===== src/sv/text_to_integer_parser_defines.svh =====
// assertion macros shared by the parser modules
// expects a clock named clk and an active-low reset named arst_n in scope
`ifndef TEXT_TO_INTEGER_PARSER_DEFINES_SVH
`define TEXT_TO_INTEGER_PARSER_DEFINES_SVH

// condition implies consequence in the same cycle
`define TTIP_ASSERT_NOW(label, ante, cons, msg) \
	label: assert property (@(posedge clk) disable iff (!arst_n) (ante) |-> (cons)) \
		else $error(msg);

// condition implies consequence in the cycle after
`define TTIP_ASSERT_NEXT(label, ante, cons, msg) \
	label: assert property (@(posedge clk) disable iff (!arst_n) (ante) |=> (cons)) \
		else $error(msg);

`endif


===== src/sv/ttip_pkg.sv =====
// shared types and character constants for the text to integer parser
// no dependencies
package ttip_pkg;

	localparam int CH_W    = 8;
	localparam int BASE_W  = 6;
	localparam int VALUE_W = 64;

	localparam logic [CH_W-1:0] CH_SPACE = 8'h20;
	localparam logic [CH_W-1:0] CH_PLUS  = 8'h2B;
	localparam logic [CH_W-1:0] CH_MINUS = 8'h2D;
	localparam logic [CH_W-1:0] CH_ZERO  = 8'h30;
	localparam logic [CH_W-1:0] CH_NINE  = 8'h39;
	localparam logic [CH_W-1:0] CH_UA    = 8'h41;
	localparam logic [CH_W-1:0] CH_UX    = 8'h58;
	localparam logic [CH_W-1:0] CH_UZ    = 8'h5A;
	localparam logic [CH_W-1:0] CH_LA    = 8'h61;
	localparam logic [CH_W-1:0] CH_LX    = 8'h78;
	localparam logic [CH_W-1:0] CH_LZ    = 8'h7A;
	localparam logic [CH_W-1:0] SYM_UPPER_OFS = CH_UA - 8'd10;
	localparam logic [CH_W-1:0] SYM_LOWER_OFS = CH_LA - 8'd10;

	localparam logic [BASE_W-1:0] BASE_RESET = 6'd10;
	localparam logic [BASE_W-1:0] BASE_AUTO  = 6'd0;
	localparam logic [BASE_W-1:0] BASE_OCT   = 6'd8;
	localparam logic [BASE_W-1:0] BASE_DEC   = 6'd10;
	localparam logic [BASE_W-1:0] BASE_HEX   = 6'd16;

	localparam logic [VALUE_W-1:0] INT64_MAX = 64'h7FFF_FFFF_FFFF_FFFF;
	localparam logic [VALUE_W-1:0] INT64_MIN = 64'h8000_0000_0000_0000;

	// classified character as it travels from front to back
	typedef struct packed {
		logic              last;
		logic              is_space;
		logic              is_minus;
		logic              is_plus;
		logic              is_zero;
		logic              is_x;
		logic              sym_ok;
		logic [BASE_W-1:0] sym;
	} ch_class_t;

	localparam int CLS_W = $bits(ch_class_t);

endpackage


===== src/sv/text_to_integer_parser.sv =====
// top level of the streaming text to integer parser (64-bit signed, saturating)
// depends on ttip_pkg, ttip_front, ttip_fifo and ttip_back
//
//   channel   direction  payload                                      handshake
//   s_*       in         tdata: ch[7:0]; tlast: end of string          tvalid/tready
//   m_*       out        tdata: value, stop_offset, range_error,       tvalid/tready
//                        no_digits (low bit up), zero padded
//   base_*    in         number_base[5:0], reset value 10              write enable only
//
// one character per cycle while the queue has room; the back end's multiply-add of the
// accumulator is the loop that sets this rate, one queue slot per character in flight
// the last character is written to a queue slot, then its result to the result register
// arst_n clears the parse state, queue pointers and result valid; number_base goes to 10
// a stalled result holds the back end only on the next string's last character; other
// characters keep flowing into the queue and through the parse state
module text_to_integer_parser import ttip_pkg::*; #(
	parameter int MAX_STRING_LEN = 4096,
	parameter int QUEUE_DEPTH    = 4,
	localparam int POS_W   = $clog2(MAX_STRING_LEN + 1),
	localparam int TDATA_W = ((VALUE_W + POS_W + 2 + 7) / 8) * 8
) (
	input  logic               clk,
	input  logic               arst_n,
	// configuration write
	input  logic               base_we,
	input  logic [BASE_W-1:0]  base_wdata,
	// input stream
	input  logic               s_tvalid,
	output logic               s_tready,
	input  logic [CH_W-1:0]    s_tdata,   // ch
	input  logic               s_tlast,   // last character of the string
	// result stream
	output logic               m_tvalid,
	input  logic               m_tready,
	output logic [TDATA_W-1:0] m_tdata    // value, stop_offset, range_error, no_digits
);

	localparam int ENT_W = CLS_W + POS_W;

	logic [BASE_W-1:0]  base_q;

	// front to queue
	logic               f_push;
	ch_class_t          f_cls;
	logic [POS_W-1:0]   f_pos;
	logic               q_full;

	// queue to back
	logic               q_valid;
	logic               q_pop;
	logic [ENT_W-1:0]   q_rdata;
	ch_class_t          b_cls;
	logic [POS_W-1:0]   b_pos;

	// result fields
	logic [VALUE_W-1:0] value;
	logic [POS_W-1:0]   stop_offset;
	logic               range_error;
	logic               no_digits;

	// radix register, read by the back end when it decides
	always_ff @(posedge clk or negedge arst_n) begin
		if (!arst_n) begin
			base_q <= BASE_RESET;
		end else if (base_we) begin
			base_q <= base_wdata;
		end
	end

	// classify and number each character on the transfer
	ttip_front #(
		.MAX_STRING_LEN (MAX_STRING_LEN)
	) u_front (
		.clk      (clk),
		.arst_n   (arst_n),
		.in_valid (s_tvalid),
		.in_ready (s_tready),
		.in_ch    (s_tdata),
		.in_last  (s_tlast),
		.q_full   (q_full),
		.q_push   (f_push),
		.q_cls    (f_cls),
		.q_pos    (f_pos)
	);

	// decouples character intake from result backpressure
	ttip_fifo #(
		.W     (ENT_W),
		.DEPTH (QUEUE_DEPTH)
	) u_fifo (
		.clk    (clk),
		.arst_n (arst_n),
		.push   (f_push),
		.wdata  ({f_pos, f_cls}),
		.full   (q_full),
		.pop    (q_pop),
		.valid  (q_valid),
		.rdata  (q_rdata)
	);

	assign b_cls = ch_class_t'(q_rdata[CLS_W-1:0]);
	assign b_pos = q_rdata[ENT_W-1:CLS_W];

	// parse state machine and result register
	ttip_back #(
		.MAX_STRING_LEN (MAX_STRING_LEN)
	) u_back (
		.clk         (clk),
		.arst_n      (arst_n),
		.number_base (base_q),
		.q_valid     (q_valid),
		.q_cls       (b_cls),
		.q_pos       (b_pos),
		.q_pop       (q_pop),
		.res_valid   (m_tvalid),
		.res_ready   (m_tready),
		.value       (value),
		.stop_offset (stop_offset),
		.range_error (range_error),
		.no_digits   (no_digits)
	);

	// pack fields from the low bit up, zero fill to whole bytes
	assign m_tdata = TDATA_W'({no_digits, range_error, stop_offset, value});

endmodule


===== src/sv/ttip_front.sv =====
// front end: takes characters, classifies them and numbers them in the string
// depends on ttip_pkg
module ttip_front import ttip_pkg::*; #(
	parameter int MAX_STRING_LEN = 4096,
	localparam int POS_W = $clog2(MAX_STRING_LEN + 1)
) (
	input  logic             clk,
	input  logic             arst_n,
	input  logic             in_valid,
	output logic             in_ready,
	input  logic [CH_W-1:0]  in_ch,
	input  logic             in_last,
	input  logic             q_full,
	output logic             q_push,
	output ch_class_t        q_cls,
	output logic [POS_W-1:0] q_pos
);

	localparam logic [POS_W-1:0] POS_MAX = POS_W'(MAX_STRING_LEN);

	logic [POS_W-1:0] pos_q;

	function automatic ch_class_t classify(input logic [CH_W-1:0] c, input logic lst);
		ch_class_t r;
		logic [CH_W-1:0] d;
		r = '0;
		d = '1;
		r.last     = lst;
		r.is_space = (c == CH_SPACE);
		r.is_minus = (c == CH_MINUS);
		r.is_plus  = (c == CH_PLUS);
		r.is_zero  = (c == CH_ZERO);
		r.is_x     = (c == CH_LX) || (c == CH_UX);
		if (c >= CH_ZERO && c <= CH_NINE) begin
			d = c - CH_ZERO;
		end else if (c >= CH_LA && c <= CH_LZ) begin
			d = c - SYM_LOWER_OFS;
		end else if (c >= CH_UA && c <= CH_UZ) begin
			d = c - SYM_UPPER_OFS;
		end
		r.sym_ok = (d != '1);
		r.sym    = d[BASE_W-1:0];
		return r;
	endfunction

	assign in_ready = !q_full;
	assign q_push   = in_valid && !q_full;
	assign q_cls    = classify(in_ch, in_last);
	assign q_pos    = pos_q;

	// position in the string, saturating, back to zero after the last character
	always_ff @(posedge clk or negedge arst_n) begin
		if (!arst_n) begin
			pos_q <= '0;
		end else if (q_push) begin
			if (in_last) begin
				pos_q <= '0;
			end else if (pos_q != POS_MAX) begin
				pos_q <= pos_q + 1'b1;
			end
		end
	end

endmodule


===== src/sv/ttip_fifo.sv =====
// short register queue between the front and back ends
// depends on the assertion macros in text_to_integer_parser_defines.svh
`include "text_to_integer_parser_defines.svh"
module ttip_fifo #(
	parameter int W     = 8,
	parameter int DEPTH = 4
) (
	input  logic         clk,
	input  logic         arst_n,
	input  logic         push,
	input  logic [W-1:0] wdata,
	output logic         full,
	input  logic         pop,
	output logic         valid,
	output logic [W-1:0] rdata
);

	localparam int PTR_W = (DEPTH > 1) ? $clog2(DEPTH) : 1;
	localparam int CNT_W = $clog2(DEPTH + 1);
	localparam logic [PTR_W-1:0] PTR_LAST = PTR_W'(DEPTH - 1);
	localparam logic [CNT_W-1:0] CNT_FULL = CNT_W'(DEPTH);

	logic [W-1:0]     slot_q [DEPTH];
	logic [PTR_W-1:0] wptr_q;
	logic [PTR_W-1:0] rptr_q;
	logic [CNT_W-1:0] count_q;

	assign full  = (count_q == CNT_FULL);
	assign valid = (count_q != '0);
	assign rdata = slot_q[rptr_q];

	always_ff @(posedge clk) begin
		if (push) begin
			slot_q[wptr_q] <= wdata;
		end
	end

	always_ff @(posedge clk or negedge arst_n) begin
		if (!arst_n) begin
			wptr_q  <= '0;
			rptr_q  <= '0;
			count_q <= '0;
		end else begin
			if (push) begin
				wptr_q <= (wptr_q == PTR_LAST) ? '0 : wptr_q + 1'b1;
			end
			if (pop) begin
				rptr_q <= (rptr_q == PTR_LAST) ? '0 : rptr_q + 1'b1;
			end
			if (push && !pop) begin
				count_q <= count_q + 1'b1;
			end else if (pop && !push) begin
				count_q <= count_q - 1'b1;
			end
		end
	end

	`TTIP_ASSERT_NOW(a_no_overrun, push, !full || pop, "queue written while full")
	`TTIP_ASSERT_NOW(a_no_underrun, pop, valid, "queue read while empty")
	`TTIP_ASSERT_NOW(a_count_bound, 1'b1, count_q <= CNT_FULL, "queue count beyond depth")

endmodule


===== src/sv/ttip_back.sv =====
// back end: parse state machine, digit accumulation with overflow check, result register
// depends on ttip_pkg and the assertion macros in text_to_integer_parser_defines.svh
`include "text_to_integer_parser_defines.svh"
module ttip_back import ttip_pkg::*; #(
	parameter int MAX_STRING_LEN = 4096,
	localparam int POS_W = $clog2(MAX_STRING_LEN + 1)
) (
	input  logic               clk,
	input  logic               arst_n,
	input  logic [BASE_W-1:0]  number_base,
	input  logic               q_valid,
	input  ch_class_t          q_cls,
	input  logic [POS_W-1:0]   q_pos,
	output logic               q_pop,
	output logic               res_valid,
	input  logic               res_ready,
	output logic [VALUE_W-1:0] value,
	output logic [POS_W-1:0]   stop_offset,
	output logic               range_error,
	output logic               no_digits
);

	localparam logic [POS_W-1:0] POS_MAX = POS_W'(MAX_STRING_LEN);
	localparam int PROD_W = VALUE_W + BASE_W;

	localparam logic [2:0] PH_SPACE  = 3'd0;
	localparam logic [2:0] PH_SIGNED = 3'd1;
	localparam logic [2:0] PH_ZERO   = 3'd2;
	localparam logic [2:0] PH_DIGITS = 3'd3;
	localparam logic [2:0] PH_HEX    = 3'd4;
	localparam logic [2:0] PH_DONE   = 3'd5;

	localparam logic [1:0] ST_NONE = 2'd0;
	localparam logic [1:0] ST_SOME = 2'd1;
	localparam logic [1:0] ST_OVER = 2'd2;

	logic [2:0]         phase_q, phase_n;
	logic               neg_q, neg_n;
	logic [VALUE_W-1:0] acc_q, acc_n;
	logic [1:0]         st_q, st_n;
	logic [BASE_W-1:0]  eb_q, eb_n;
	logic [POS_W-1:0]   stop_q, stop_n;

	logic               res_valid_q;
	logic [VALUE_W-1:0] value_q;
	logic [POS_W-1:0]   stop_out_q;
	logic               range_q;
	logic               nodig_q;

	logic               take;
	logic               from_sign;
	logic [BASE_W-1:0]  eb_use;
	logic [1:0]         st_in;
	logic [VALUE_W-1:0] lim;
	logic [PROD_W-1:0]  prod;
	logic               d_ok;
	logic [POS_W-1:0]   end_pos;
	logic [VALUE_W-1:0] res_value;

	assign q_pop = q_valid && (!q_cls.last || !res_valid_q || res_ready);

	// one multiply-add per character; prod above the limit is the cutoff test
	assign lim     = neg_q ? INT64_MIN : INT64_MAX;
	assign prod    = PROD_W'(acc_q) * PROD_W'(eb_use) + PROD_W'(q_cls.sym);
	assign d_ok    = q_cls.sym_ok && (q_cls.sym < eb_use);
	assign end_pos = (q_pos == POS_MAX) ? q_pos : q_pos + 1'b1;

	always_comb begin
		phase_n   = phase_q;
		neg_n     = neg_q;
		acc_n     = acc_q;
		st_n      = st_q;
		eb_n      = eb_q;
		stop_n    = stop_q;
		take      = 1'b0;
		from_sign = 1'b0;
		eb_use    = eb_q;
		st_in     = st_q;
		case (phase_q)
			PH_SPACE: begin
				if (q_cls.is_minus) begin
					neg_n   = 1'b1;
					phase_n = PH_SIGNED;
				end else if (q_cls.is_plus) begin
					phase_n = PH_SIGNED;
				end else if (!q_cls.is_space) begin
					from_sign = 1'b1;
				end
			end
			PH_SIGNED: from_sign = 1'b1;
			PH_ZERO: begin
				if (q_cls.is_x) begin
					phase_n = PH_HEX;
				end else begin
					// the leading zero counts as a digit worth nothing
					eb_use = (number_base == BASE_AUTO) ? BASE_OCT : number_base;
					st_in  = ST_SOME;
					take   = 1'b1;
				end
			end
			PH_HEX: begin
				eb_use = BASE_HEX;
				take   = 1'b1;
			end
			PH_DIGITS: take = 1'b1;
			default: ;
		endcase
		if (from_sign) begin
			if ((number_base == BASE_AUTO || number_base == BASE_HEX) && q_cls.is_zero) begin
				phase_n = PH_ZERO;
			end else begin
				eb_use = (number_base == BASE_AUTO) ? BASE_DEC : number_base;
				take   = 1'b1;
			end
		end
		if (take) begin
			eb_n    = eb_use;
			phase_n = PH_DIGITS;
			st_n    = st_in;
			if (!d_ok) begin
				stop_n  = q_pos;
				phase_n = PH_DONE;
			end else if (st_in == ST_OVER || prod > PROD_W'(lim)) begin
				st_n = ST_OVER;
			end else begin
				st_n  = ST_SOME;
				acc_n = prod[VALUE_W-1:0];
			end
		end
		// end of string acts as a terminator at the next position
		if (q_cls.last && phase_n != PH_DONE) begin
			if (phase_n == PH_ZERO) begin
				st_n   = ST_SOME;
				stop_n = end_pos;
			end else if (phase_n == PH_DIGITS) begin
				stop_n = end_pos;
			end
		end
	end

	always_comb begin
		if (st_n == ST_OVER) begin
			res_value = neg_n ? INT64_MIN : INT64_MAX;
		end else begin
			res_value = neg_n ? ('0 - acc_n) : acc_n;
		end
	end

	always_ff @(posedge clk or negedge arst_n) begin
		if (!arst_n) begin
			phase_q <= PH_SPACE;
			neg_q   <= 1'b0;
			acc_q   <= '0;
			st_q    <= ST_NONE;
			eb_q    <= '0;
			stop_q  <= '0;
		end else if (q_pop) begin
			if (q_cls.last) begin
				phase_q <= PH_SPACE;
				neg_q   <= 1'b0;
				acc_q   <= '0;
				st_q    <= ST_NONE;
				eb_q    <= '0;
				stop_q  <= '0;
			end else begin
				phase_q <= phase_n;
				neg_q   <= neg_n;
				acc_q   <= acc_n;
				st_q    <= st_n;
				eb_q    <= eb_n;
				stop_q  <= stop_n;
			end
		end
	end

	always_ff @(posedge clk or negedge arst_n) begin
		if (!arst_n) begin
			res_valid_q <= 1'b0;
		end else if (q_pop && q_cls.last) begin
			res_valid_q <= 1'b1;
		end else if (res_ready) begin
			res_valid_q <= 1'b0;
		end
	end

	always_ff @(posedge clk) begin
		if (q_pop && q_cls.last) begin
			value_q    <= res_value;
			stop_out_q <= (st_n != ST_NONE) ? stop_n : '0;
			range_q    <= (st_n == ST_OVER);
			nodig_q    <= (st_n == ST_NONE);
		end
	end

	assign res_valid   = res_valid_q;
	assign value       = value_q;
	assign stop_offset = stop_out_q;
	assign range_error = range_q;
	assign no_digits   = nodig_q;

	`TTIP_ASSERT_NOW(a_none_acc_zero, st_q == ST_NONE, acc_q == '0, "accumulator set without digits")
	`TTIP_ASSERT_NEXT(a_clear_after_last, q_pop && q_cls.last,
		phase_q == PH_SPACE && st_q == ST_NONE && !neg_q, "parse state not cleared after string")
	`TTIP_ASSERT_NOW(a_nodig_result, res_valid_q && nodig_q,
		value_q == '0 && stop_out_q == '0 && !range_q, "no-digit result not zero")

endmodule

===== config.mk =====
export PLATFORM = sky130hd
export DESIGN_NAME = text_to_integer_parser
export DESIGN_NICKNAME = d
export VERILOG_FILES = /design/src/sv/ttip_pkg.sv /design/src/sv/text_to_integer_parser.sv /design/src/sv/ttip_front.sv /design/src/sv/ttip_fifo.sv /design/src/sv/ttip_back.sv
export VERILOG_INCLUDE_DIRS = /design/src /design/src/sv
export SDC_FILE = /design/constraint.sdc
export NUM_CORES = 2
export LEC_CHECK = 0
export BUFFER_PORTS_ARGS = -buffer_cell sky130_fd_sc_hd__buf_4
export CAP_MARGIN = 20
export CELL_PAD_IN_SITES_DETAIL_PLACEMENT = 2
export CELL_PAD_IN_SITES_GLOBAL_PLACEMENT = 2
export CORE_ASPECT_RATIO = 2
export CORE_MARGIN = 2
export CORE_UTILIZATION = 41
export CTS_CLUSTER_DIAMETER = 50
export DETAILED_ROUTE_END_ITERATION = 10
export PLACE_DENSITY_LB_ADDON = 0.1
export SYNTH_ARGS = -nofsm -noshare
export SYNTH_HDL_FRONTEND = slang
export SYNTH_SLANG_ARGS = --single-unit

===== constraint.sdc =====
create_clock -name clk -period 18.2 [get_ports clk]
set_clock_uncertainty 0.2 [all_clocks]
set_input_delay 3.64 -clock clk [delete_from_list [all_inputs] [get_ports clk]]
set_output_delay 3.64 -clock clk [all_outputs]
set_load 0.01 [all_outputs]

==> summary.md <==
| Metric | Value |
|---|---|
| Status | `complete, no violations` |
| Actual slew at the worst max-slew pin | `1.15 ns` |
| TritonCTS Buffers | `37` |
| Syn Nets | `3948` |
| Count leader, synth | `nand2_1` |
| Placed wire-length estimate | `104000 um` |
| Worst hold margin | `0.289 ns` |
| WL per Instance | `30.0 um` |
| Post-synth top area cell | `edfxtp_1` |
| Clock root buffer | `clkbuf_16` |
| N_diodes | `0` |
| # placed instances | `4380` |
| Syn Area/Cell | `9.09 sq um` |
| Leak Pwr | `16.2 nW` |
| CP arrival | `17.46 ns` |
| Setup-failing EPs final | `0` |
| Fin. Hold Viols | `0` |
| CP max-delay cell | `mux2_2` |
| Die ar. | `78600 sq um` |
| Clock sinks | `299` |
| Routed vias | `27062` |
| Worst r2r path cells | `46` |
| Die Ht | `394 um` |
| Vias in the first global route | `31396` |
| Vias/cell | `6.08` |
| Async S/R FF share, synth | `0.388` |
| Reg2reg setup slack | `0.89 ns` |
| GR Overflow Total | `0` |
| Initial antenna violation count | `4` |
| Crit-path max cell delay | `0.96 ns` |
| Hold_buf cts | `0` |
| Dpl ws | `1.22 ns` |
| VDD IR max | `0.000141 V` |
| Final WL | `133000 um` |
| Max-capacitance violation count | `0` |
| FF-to-FF Start | `base_q[2]` |
| RSZ-0062 raised after global routing | `no` |
| GR Util All Layers | `0.346` |
| YS warnings | `0` |
| Seq cells post-synth | `299` |
| Post-synthesis sequential area ratio | `0.269` |
| Synth area leaders | `edfxtp_1, fa_1, ha_1` |
| Setup TNS | `0 ns` |
| Final worst path period need | `17.31 ns` |
| FILL cells | `8225` |
| Iter 0 DRT Violations | `1068` |
| WHS Endpoint | `u_back.stop_q[6]` |
| Post-synthesis cell area | `31200 sq um` |
| First-pass GRT wire length | `200000 um` |
| Largest net degree at the start of global routing | `68` |
| Layout overhead on the synthesized area | `8.95%` |
| Ys flop type | `edfxtp_1` |
| Initial Utilization | `0.413` |
| Drt drc | `0` |
| Rows | `143` |
| CORE AREA | `75700 sq um` |
| Hold/Removal Path Class | `flop to flop` |
| Fmax | `57.8 MHz` |
| Power Density | `148 nW/um^2` |
| Net count reported at finish | `3914` |
| Routability Congestion | `0.958` |
| Critical path required time | `18.35 ns` |
| Worst r2r dst | `u_back.value[62]` |
| Remaining antenna violation count after routing | `0` |
| Max Transition Viols Final | `0` |
| Slew HR | `0.231` |
| Worst Setup Start Kind | `flop` |
| Syn Inst Count | `3439` |
| Synth top area share | `0.176` |
| Top cells by instance count after synthesis | `nand2_1, inv_1, fa_1` |
| H-tree levels | `2` |
| Final period utilization | `0.951` |
| Final instance count without filler cells | `4449` |
| Hold Crit Depth | `2` |
| Critical Path Fanout Max | `41` |
| CP Class | `flop to flop` |
| Setup bufs post-CTS | `0` |
| Reg clk slew, reported paths | `0.07 ns` |
| CTS max path bufs | `3` |
| CTS tree | `built` |
| Share of layout cells above drive strength 1 | `0.0932` |
| Die width | `199 um` |
| Setup WS post-layout | `0.893 ns` |
| IO Pins | `102` |
| Hold path startpoint | `u_back.stop_q[6]` |
| DR pass1 iterations | `6` |
| Clock Latency Late Sink | `0.61 ns` |
| Crit end category | `flop` |
| Post-synth EDFFs | `183` |
| Library cells used by synthesis | `102` |
| Port buffer count | `100` |
| Post-CTS sizing | `0` |
power by group:
group,switching [mW],total [mW],internal [mW]
Clock,0.367,0.786,0.419
Sequential,0.123,1.14,1.01
Combinational,2.18,3.13,0.949
Total,2.67,5.05,2.38
metal layers:
metal	global-route usage	share of wire	wire, um
met2	0.651	0.54	72500
met4	0.273	0.094	12500
met1	0.331	0.33	44000
met3	0.0421	0.033	4390
met5	0	0.000082	11
worst max-delay path, delay by kind of cell (launching register included):
kind,cells,cell delay (ns)
compound gates,11,4.41
xor+xnor,2,0.65
fa+ha+maj,7,2.66
buf+inv,6,1.13
flops,1,0.39
mux,3,1.54
simple gates,17,5.97
cell usage in the layout (no fill, tap or decap), types with 15 or more instances in the layout:
master,netlist,layout
fa_1,253,253
o211ai_1,21,21
a31oi_1,18,18
xor2_1,48,48
a21o_1,52,51
a211oi_1,17,16
nor3_1,80,80
inv_1,309,309
clkbuf_16,0,37
edfxtp_1,183,183
o21ai_0,204,202
o31ai_1,18,18
dfrtp_1,114,112
mux4_2,26,26
ha_1,236,236
a21oi_1,186,185
nand2_1,465,465
and3_1,26,26
buf_4,4,148
o21a_1,18,18
and2_1,201,200
o21bai_1,18,18
mux2i_1,70,70
nor2_1,193,190
xnor2_1,48,48
nand2b_1,15,15
mux2_2,23,23
a22o_1,28,28
nand4_1,55,55
or3_1,16,16
nand3_1,48,48
nor4_1,21,21
worst max-delay path by stage:
stage | cells past startpoint | slack (ns) | to | startpoint
2_1_floorplan | 51 | 4.28 | u_back.value[62] | u_fifo.rptr_q[0]
3_3_place_gp | 46 | 1.83 | u_back.value[62] | u_fifo.rptr_q[0]
3_5_place_dp | 46 | 1.22 | u_back.value[62] | base_q[2]
4_1_cts | 46 | 1.18 | u_back.value[62] | base_q[2]
5_1_grt | 44 | 0.03 | u_back.value[62] | base_q[2]
6_report | 46 | 0.89 | u_back.value[62] | base_q[2]
layout make-up:
| class | instances | area, sq um | share of cell area |
|---|---|---|---|
| timing repair buffer | 151 | 1160 | 0.0341 |
| sequential | 299 | 8400 | 0.247 |
| multi-input combinational | 2606 | 20800 | 0.611 |
| clock buffer | 38 | 930 | 0.0273 |
| clock inverter | 30 | 312 | 0.00915 |
| tap | 1015 | 1270 | 0.0373 |
| inverter | 310 | 1160 | 0.0342 |
kinds of logic after synthesis:
family / synth area share
DFF: 0.269
muxes: 0.0506
xor gates and xnor gates: 0.0274
buffers and inverters: 0.0676
adders and majority gates: 0.257
other: 0.000120
AOI/OAI and AO/OA: 0.138
and+or+nand+nor: 0.191
registers in the layout (all words and copies together) (netlist names):
signal,flops
u_back.neg_q,1
u_fifo.wptr_q,2
u_back.range_error,1
u_front.q_pos,13
u_fifo.rptr_q,2
u_back.acc_q,64
u_fifo.count_q,3
u_back.st_q,2
u_back.no_digits,1
u_back.stop_offset,13
u_back.eb_q,6
u_back.res_valid,1
base_q,6
u_back.value,64
u_fifo.slot_q,104
u_back.phase_q,3
u_back.stop_q,13
per-stage QoR:
stage	cell area, sq um	total power, mW	util
after floorplan	31200	2.90	-
after global placement	32800	4.06	0.433
after detailed placement	32800	4.19	0.433
after CTS	34000	5.02	0.450
after global routing	34000	5.29	0.450
final	34000	5.05	0.450
No activity file was read; power rests on OpenSTA's default activity.
